## src/hw/rtl/bfd_pkg.sv

```systemverilog
`timescale 1ns / 1ps
// ----------------------------------------------------------------------------
// bfd_pkg
// shared types, constants and the reciprocal table of the box filter
// downsampler
// ----------------------------------------------------------------------------
package bfd_pkg;

    localparam int MAX_WIDTH   = 4096;
    localparam int MAX_FACTOR  = 8;
    localparam int NUM_CHAN    = 4;

    localparam int CHAN_W      = 8;
    localparam int K_W         = 4;
    localparam int FMT_W       = 2;
    localparam int WIDTH_W     = 13;
    localparam int HEIGHT_W    = 16;
    localparam int COL_W       = $clog2(MAX_WIDTH);
    localparam int SUB_W       = $clog2(MAX_FACTOR);
    localparam int BSUM_W      = 11;   // 8 columns of 8-bit samples
    localparam int LSUM_W      = 14;   // 8 x 8 samples
    localparam int LINE_W      = NUM_CHAN * LSUM_W;

    // floor(s / (k*k)) = (s * ceil(2^21 / (k*k))) >> 21 for s < 2^14
    localparam int RECIP_W     = 22;
    localparam int RECIP_SHIFT = 21;
    localparam int PROD_W      = LSUM_W + RECIP_W;

    localparam int CFG_IDX_W   = 8;
    localparam int CFG_DATA_W  = 16;

    localparam logic [CFG_IDX_W-1:0] REG_OVERSAMPLE   = 8'd0;
    localparam logic [CFG_IDX_W-1:0] REG_PIXEL_FORMAT = 8'd1;
    localparam logic [CFG_IDX_W-1:0] REG_INPUT_WIDTH  = 8'd2;
    localparam logic [CFG_IDX_W-1:0] REG_INPUT_HEIGHT = 8'd3;

    localparam logic [FMT_W-1:0] FMT_ONE   = 2'd0;
    localparam logic [FMT_W-1:0] FMT_THREE = 2'd1;

    localparam logic [K_W-1:0]      RST_OVERSAMPLE   = 4'd2;
    localparam logic [FMT_W-1:0]    RST_PIXEL_FORMAT = FMT_ONE;
    localparam logic [WIDTH_W-1:0]  RST_INPUT_WIDTH  = 13'd4096;
    localparam logic [HEIGHT_W-1:0] RST_INPUT_HEIGHT = 16'd4096;

    typedef struct packed {
        logic [CHAN_W-1:0] chan_a;
        logic [CHAN_W-1:0] chan_b;
        logic [CHAN_W-1:0] chan_c;
        logic [CHAN_W-1:0] chan_d;
    } pixel_in_t;

    typedef struct packed {
        logic [CHAN_W-1:0] avg_a;
        logic [CHAN_W-1:0] avg_b;
        logic [CHAN_W-1:0] avg_c;
        logic [CHAN_W-1:0] avg_d;
        logic              row_end;
        logic              frame_end;
    } pixel_out_t;

    typedef enum logic [1:0] {
        ST_IDLE,
        ST_UPDATE,
        ST_SCALE,
        ST_EMIT
    } bfd_state_t;

    typedef struct packed {
        logic accept;      // take the input item, step counters, launch read
        logic line_write;  // write back the line accumulator
        logic scale;       // multiply sums by the reciprocal
        logic emit;        // load the output register
    } ctrl_cmd_t;

    typedef struct packed {
        logic seg_update;  // current input item closes a row segment of a block
        logic blk_end;     // the pending segment closes the whole block
        logic out_free;    // output register can take a new item
    } dp_status_t;

    function automatic logic [RECIP_W-1:0] recip_of(input logic [K_W-1:0] k);
        logic [RECIP_W-1:0] r;
        unique case (k)
            4'd1:    r = 22'd2097152;
            4'd2:    r = 22'd524288;
            4'd3:    r = 22'd233017;
            4'd4:    r = 22'd131072;
            4'd5:    r = 22'd83887;
            4'd6:    r = 22'd58255;
            4'd7:    r = 22'd42800;
            4'd8:    r = 22'd32768;
            default: r = 22'd2097152;
        endcase
        return r;
    endfunction

endpackage

```

## src/hw/rtl/bfd_ctrl.sv

```systemverilog
`timescale 1ns / 1ps
// ----------------------------------------------------------------------------
// bfd_ctrl
// sequencer: accept, line accumulator update, scaling, output load
// ----------------------------------------------------------------------------
module bfd_ctrl (
    input  logic                aclk,
    input  logic                aresetn,
    input  logic                s_valid,
    output logic                s_ready,
    input  bfd_pkg::dp_status_t status,
    output bfd_pkg::ctrl_cmd_t  cmd
);

    bfd_pkg::bfd_state_t state_reg;
    bfd_pkg::bfd_state_t state_next;

    always_ff @(posedge aclk) begin
        if (!aresetn) begin
            state_reg <= bfd_pkg::ST_IDLE;
        end else begin
            state_reg <= state_next;
        end
    end

    always_comb begin
        state_next = state_reg;
        unique case (state_reg)
            bfd_pkg::ST_IDLE: begin
                if (s_valid && status.seg_update) begin
                    state_next = bfd_pkg::ST_UPDATE;
                end
            end
            bfd_pkg::ST_UPDATE: begin
                state_next = status.blk_end ? bfd_pkg::ST_SCALE : bfd_pkg::ST_IDLE;
            end
            bfd_pkg::ST_SCALE: begin
                state_next = bfd_pkg::ST_EMIT;
            end
            bfd_pkg::ST_EMIT: begin
                if (status.out_free) begin
                    state_next = bfd_pkg::ST_IDLE;
                end
            end
            default: state_next = bfd_pkg::ST_IDLE;
        endcase
    end

    always_comb begin
        cmd     = '0;
        s_ready = 1'b0;
        unique case (state_reg)
            bfd_pkg::ST_IDLE: begin
                s_ready    = 1'b1;
                cmd.accept = s_valid;
            end
            bfd_pkg::ST_UPDATE: cmd.line_write = 1'b1;
            bfd_pkg::ST_SCALE:  cmd.scale      = 1'b1;
            bfd_pkg::ST_EMIT:   cmd.emit       = status.out_free;
            default: ;
        endcase
    end

endmodule

```

## config.mk

```make
export PLATFORM = sky130hd
export DESIGN_NAME = bfd_ctrl
export DESIGN_NICKNAME = d
export VERILOG_FILES = /design/src/hw/rtl/bfd_pkg.sv /design/src/hw/rtl/bfd_ctrl.sv
export SDC_FILE = /design/constraint.sdc
export NUM_CORES = 1
export LEC_CHECK = 0
export BUFFER_PORTS_ARGS = -buffer_cell sky130_fd_sc_hd__buf_2
export CORE_AREA = 2 2 39 41
export DETAILED_ROUTE_END_ITERATION = 10
export DIE_AREA = 0 0 41 43
export SETUP_SLACK_MARGIN = 0.3
export SKIP_CTS_REPAIR_TIMING = 1
export SKIP_LAST_GASP = 1
export SLEW_MARGIN = 15
export SYNTH_ARGS = -nofsm -noshare
export SYNTH_HDL_FRONTEND = slang
export SYNTH_SLANG_ARGS = --single-unit
```

## constraint.sdc

```tcl
create_clock -name aclk -period 1.1 [get_ports aclk]
set_input_delay 0.22 -clock aclk [delete_from_list [all_inputs] [get_ports aclk]]
set_output_delay 0.22 -clock aclk [all_outputs]
set_load 0.05 [all_outputs]
```

======== Yosys cells after proc, flatten, opt, wreduce, memory -nomap -nowiden ========
Cells that the tools add are included.
word-level totals
  flip-flop bits (word level) ............. 2
  input bits .............................. 6
  output and inout port bits .............. 5
  logic and storage cells ................. 18
cells by class
  equal/unequal tests ..................... 5
  muxes and demuxes ....................... 9
  reductions and logical operators ........ 3
operator list
  kind                number
  $pmux 2 s4          1
  $mux 2              3
  $mux 1              5
  $eq 2x2->1 const B  2
  $ne 2x2->1 const B  2
  $eq 2x1->1 const B  1
  $logic_not 2->1     1
  $reduce_and 2->1    1
  $logic_and 1x1->1   1

======== Depth between registers and ports, before layout ========
Gate-level depths: netlist (run 1).
  depth in word-level cells ............... 3
  depth in mapped cells ................... 2
  depth with buffers taken out ............ 2

======== Worst setup path after synthesis (run 1) ========
No wires, ideal clock.
  path kind ............................... register to output
  start point ............................. reg state_reg[0]
  end point ............................... out cmd[3] in the netlist's numbering
  data arrival time ....................... 1.568 ns
  path slack .............................. -0.688 ns
  cell stages (with the launch flop) ...... 3
  buffers on the path ..................... 0
  path through ............................ dfxtp_1 > nor2_1 > and2_1
RTL lines
  what                    RTL line        text
  start, declared         bfd_ctrl.sv:15  bfd_pkg::bfd_state_t state_reg;
  start signal, assigned  bfd_ctrl.sv:20  state_reg <= bfd_pkg::ST_IDLE;
  start signal, assigned  bfd_ctrl.sv:22  state_reg <= state_next;
  end, declared           bfd_ctrl.sv:12  output bfd_pkg::ctrl_cmd_t cmd

==> results.py, run 1 <==
metrics = {
    "drt": {
        "ant_nets": 0,
        "dr.first_iter.drc_count": 1,
        "wl_um": 309,
        "avgRoutedWirePerCell_um": 7.54,
        "drtPass1Iterations": 2,
        "num_vias": 136,
        "vias_per_cell": 3.32,
        "drc_errors": 0,
    },
    "floorplan": {
        "core_area_um2": 1380,
        "core.rowCount": 14,
        "dieWidth_um": 41,
        "die_h_um": 43,
        "pin_count": 11,
        "dieArea_um2": 1760,
        "start_util_pct": 9.13,
    },
    "power": {
        "power_density_nw_per_um2": 1260,
        "ir_drop_mv": 0.222,
        "p_leak_nw": 0.117,
    },
    "layout": {
        "syn2layout_area_growth_pct": 114,
        "drive_gt1_share_pct": 92.0,
        "layout_common_cells": "buf_2, clkbuf_4",
        "antennaDiodeCount": 0,
        "mostFrequentLayoutCell": "buf_2",
        "fin_area_um2": 270,
        "nets": 33,
    },
    "worst_hold_path": {
        "holdPathEnd": "state_reg[0]$_SDFFE_PN0P_",
        "hold_path_startpoint": "aresetn",
        "hold_depth": 2,
        "hold_path_class": "input pin to flip-flop",
    },
    "worst_setup_path": {
        "end_kind": "output port",
        "r2r_slack_ns": 0.30,
        "crit_buf_inv": 1,
        "slowest_delay_ns": 0.34,
        "worst_ep_arrival_time_ns": 0.95,
        "critical_path.max_fanout": 6,
        "cp_slowest_cell": "dfxtp_2",
        "cp.required_ns": 0.88,
        "worstRegToRegCells": 2,
        "critPathKind": "flip-flop to output port",
        "cp.depth": 2,
        "critPathTopFamily": "flip-flops",
        "cp-start-kind": "flip-flop",
        "crit_chain": "and2b_4 -> buf_8",
    },
    "global_routing": {
        "grt_pass1_vias": 126,
        "grt_pass1_wl_um": 455,
        "grt_max_degree": 8,
        "grt_overflow_total": 0,
        "antenna_found_initial": 0,
        "track_usage_pct": 4.91,
    },
    "placement": {
        "port_buffers": 10,
        "placedInstanceArea_um2": 213,
        "dp_hpwl_um": 252,
        "gp_congestion": 0.567,
    },
    "synth": {
        "synth_nets": 18,
        "yosysSeqAreaShare_pct": 31.7,
        "syn_area_um2": 126,
        "ys_seq_elements": 2,
        "ys_types": 9,
        "yosysWarnings": 0,
        "synth_cells": 12,
        "syn_area_per_cell_um2": 10.5,
    },
    "clock_network": {
        "cts_buffers": 3,
        "path_clk_slew_ns": 0.03,
        "clockRootBuffer": "clkbuf_4",
        "cts_buffer_depth": 2,
        "cts_max_level": 1,
        "clkSinkCount": 2,
        "clk_latency_ns": 0.22,
        "cts_tree": "built",
    },
    "sta": {
        "grt_setup_unrepaired": "yes",
        "slew_headroom_pct": 83.6,
        "fin_ws_ns": -0.0670,
        "finalSetupViolations": 5,
        "drv_slew": 0,
        "max_freq_mhz": 857,
        "clock_skew_ns": 0.00217,
        "hold_viol_final": 0,
        "finalCritPeriodShare_pct": 106,
        "setup_tns_ns": -0.262,
        "period_minus_slack_ns": 1.17,
        "tightest_slew_ns": 0.248,
    },
    "status": {
        "violations": "setup timing",
        "status": "finished with violations",
    },
    "run": {
        "maxCapViolCount": 0,
    },
}
==> worst max-delay path by stage <==
stage	startpoint	end	slack (ns)
final	flip-flop	cmd[2]	-0.07
after global routing	flip-flop	cmd[3]	-0.11
after CTS	state_reg[0]$_SDFFE_PN0P_	cmd[0]	-0.20
after detailed placement	state_reg[0]$_SDFFE_PN0P_	cmd[0]	0.04
after global placement	state_reg[0]$_SDFFE_PN0P_	cmd[0]	0.06
after floorplan	flip-flop	cmd[3]	-0.05
==> through the flow <==
stage / hold slack, ns / setup slack [ns] / total power [mW] / cells / utilization, %
finish: 0.247 / -0.0670 / 0.341 / 41 / 19.5
global route: 0.247 / -0.115 / 0.371 / 41 / 19.5
CTS: 0.247 / -0.197 / 0.340 / 41 / 17.0
detailed placement: 0.484 / 0.0433 / 0.169 / 38 / 15.4
global placement: 0.470 / 0.0594 / 0.168 / 38 / 15.4
floorplan: 0.370 / -0.0487 / 0.148 / 12 / -
==> kinds of logic after synthesis <==
logic type,synth area share [%]
compound gates,30.7
simple gates,37.6
flops,31.7
==> per-layer routing <==
layer  up-vias  global-route usage, %  wire, µm
met5         -                      0         0
met4         0                   4.00         0
met2         8                   5.31       137
li1         71                      -         -
met3         0                   7.85        48
met1        57                   3.53       123
==> worst register-to-register path, delay by kind of cell, from the launching register on <==
family	cells	cell delay, ns
DFF	1	0.37
AOI/OAI and AO/OA	2	0.37
==> layout make-up <==
class                           instances  area [µm²]
Tap cell                               16        20.0
Clock buffer                            3        22.5
Multi-Input combinational cell         10         100
Timing Repair Buffer                   10        82.6
Fill cell                             161        1110
Sequential cell                         2        45.0
==> where the power goes <==
group / switching (mW) / internal, mW
registers: 0.00747 / 0.0764
clock network: 0.0403 / 0.120
logic: 0.0524 / 0.0446
total: 0.100 / 0.241
==> synth_stat cells <==
cell / instances / area share (%)
a21boi_2: 2 / 18
dfxtp_1: 2 / 32
nand3b_1: 2 / 12
a21bo_4: 1 / 13
and2_1: 1 / 5.0
and2b_2: 1 / 6.9
and3_2: 1 / 5.9
nor2_1: 1 / 3.0
nor2b_1: 1 / 5.0
No activity file was read; power rests on OpenSTA's default activity.
==> run 2: changes to the inputs <==
--- a/config.mk
+++ b/config.mk
@@ -5,6 +5,7 @@
 export SDC_FILE = /design/constraint.sdc
 export NUM_CORES = 1
 export LEC_CHECK = 0
+export ABC_CLOCK_PERIOD_IN_PS = 1200
 export BUFFER_PORTS_ARGS = -buffer_cell sky130_fd_sc_hd__buf_2
 export CORE_AREA = 2 2 39 41
 export DETAILED_ROUTE_END_ITERATION = 10
==> constraint.sdc (replaced) <==
create_clock -name aclk -period 1.2 [get_ports aclk]
set_input_delay 0.24 -clock aclk [delete_from_list [all_inputs] [get_ports aclk]]
set_output_delay 0.24 -clock aclk [all_outputs]
set_load 0.05 [all_outputs]
==> run 2 against run 1 <==
The run now ends clean. First-iteration DRC count is the same. Register-to-register slack better by 0.10 ns. Via count grew 5.1%. Routed wire length up 10%. Critical path depth did not move. Total power shrank 4.5%. Sequential power decreased by 8.2%. Combinational power rose by 4%. Largest cell class unchanged.
==> results.py, run 2 (synthesis results as in run 1) <==
metrics = {
    "status": {
        "status": "finished, final reports clean",
    },
    "worst_hold_path": {
        "hold_depth": 2,
        "hold_path_class": "input pin to flip-flop",
    },
    "sta": {
        "drv_slew": 0,
        "clock_skew_ns": 0.00205,
        "finalSetupViolations": 0,
        "period_minus_slack_ns": 1.19,
        "hold_viol_final": 0,
        "fin_ws_ns": 0.00872,
        "tightest_slew_ns": 0.120,
        "max_freq_mhz": 839,
        "grt_setup_unrepaired": "yes",
        "slew_headroom_pct": 92.0,
        "finalCritPeriodShare_pct": 99.3,
    },
    "drt": {
        "num_vias": 143,
        "avgRoutedWirePerCell_um": 8.10,
        "ant_nets": 0,
        "dr.first_iter.drc_count": 1,
        "vias_per_cell": 3.40,
        "wl_um": 340,
        "drtPass1Iterations": 2,
        "drc_errors": 0,
    },
    "floorplan": {
        "dieWidth_um": 41,
        "core_area_um2": 1380,
        "die_h_um": 43,
        "pin_count": 11,
        "dieArea_um2": 1760,
        "core.rowCount": 14,
        "start_util_pct": 9.13,
    },
    "placement": {
        "gp_congestion": 0.551,
        "port_buffers": 10,
        "dp_hpwl_um": 267,
        "placed_cells": 38,
        "pre_cts_ws_ns": 0.120,
    },
    "clock_network": {
        "cts_max_level": 1,
        "path_clk_slew_ns": 0.03,
        "cts_tree": "built",
        "clk_latency_ns": 0.22,
        "cts_buffer_depth": 2,
        "cts_buffers": 3,
        "clkSinkCount": 2,
        "clockRootBuffer": "clkbuf_4",
    },
    "worst_setup_path": {
        "crit_buf_inv": 1,
        "end_kind": "output port",
        "cp.depth": 2,
        "slowest_delay_ns": 0.34,
        "worst_ep_arrival_time_ns": 0.95,
        "cp.required_ns": 0.96,
        "cp_slowest_cell": "dfxtp_2",
        "critPathTopFamily": "flip-flops",
        "critPathKind": "flip-flop to output port",
        "worstRegToRegCells": 2,
        "critical_path.max_fanout": 6,
        "crit_chain": "and2b_4 -> buf_8",
        "cp-start-kind": "flip-flop",
    },
    "power": {
        "p_leak_nw": 0.126,
        "ir_drop_mv": 0.226,
        "power_density_nw_per_um2": 1130,
    },
    "layout": {
        "nets": 34,
        "mostFrequentLayoutCell": "buf_2",
        "layout.cells.non_filler": 42,
        "drive_gt1_share_pct": 92.3,
        "layout_common_cells": "buf_2, clkbuf_4, buf_8",
        "syn2layout_area_growth_pct": 128,
        "antennaDiodeCount": 0,
    },
    "global_routing": {
        "grt_max_degree": 8,
        "grt_pass1_wl_um": 476,
        "antenna_found_initial": 0,
        "grt_overflow_total": 0,
        "track_usage_pct": 5.02,
        "grt_pass1_vias": 123,
    },
    "run": {
        "maxCapViolCount": 0,
    },
}
[run 2: cell types whose count changed in the layout (fill, tap and decap cells not counted), sizes merged]
cell and change:
buf +1
[run 2: per-layer routing]
| layer | share of wire (%) | vias to the layer above | routed length (µm) | GRT usage [%] |
|---|---|---|---|---|
| met5 | 0 | - | 0 | 0 |
| met4 | 4.4 | 0 | 15 | 8.00 |
| li1 | - | 72 | - | - |
| met3 | 12 | 2 | 40 | 3.14 |
| met1 | 33 | 59 | 112 | 3.86 |
| met2 | 51 | 10 | 172 | 6.25 |
[run 2: layout make-up]
| cell class | count | area, µm² |
|---|---|---|
| timing repair buffer | 11 | 100 |
| tap | 16 | 20.0 |
| fill | 162 | 1100 |
| multi-input combinational | 10 | 100 |
| sequential | 2 | 45.0 |
| clock buffer | 3 | 22.5 |
[run 2: stage by stage]
| stage | total power, mW | util (%) | cell area (µm²) | hold slack (ns) | setup TNS, ns |
|---|---|---|---|---|---|
| 3_3_place_gp | 0.154 | 15.4 | 213 | 0.490 | 0 |
| 5_1_grt | 0.344 | 20.8 | 288 | 0.271 | -0.0783 |
| 6_report | 0.326 | 20.8 | 288 | 0.267 | 0 |
| 2_1_floorplan | 0.135 | - | 143 | 0.390 | 0 |
| 3_5_place_dp | 0.156 | 15.4 | 213 | 0.498 | 0 |
| 4_1_cts | 0.314 | 17.0 | 235 | 0.260 | -0.377 |
[run 2: power by group]
group          internal (mW)  switching [mW]
sequential            0.0701         0.00692
combinational         0.0503          0.0504
clock                  0.110          0.0382
[run 2: final timing paths]
kind / slack, ns / end / from
hold reg to reg: 0.55 / flip-flop / state_reg[0]$_SDFFE_PN0P_
setup / recovery: 0.009 / cmd[2] / flip-flop
setup reg to reg: 0.40 / flip-flop / flip-flop
hold / removal: 0.27 / state_reg[0]$_SDFFE_PN0P_ / aresetn
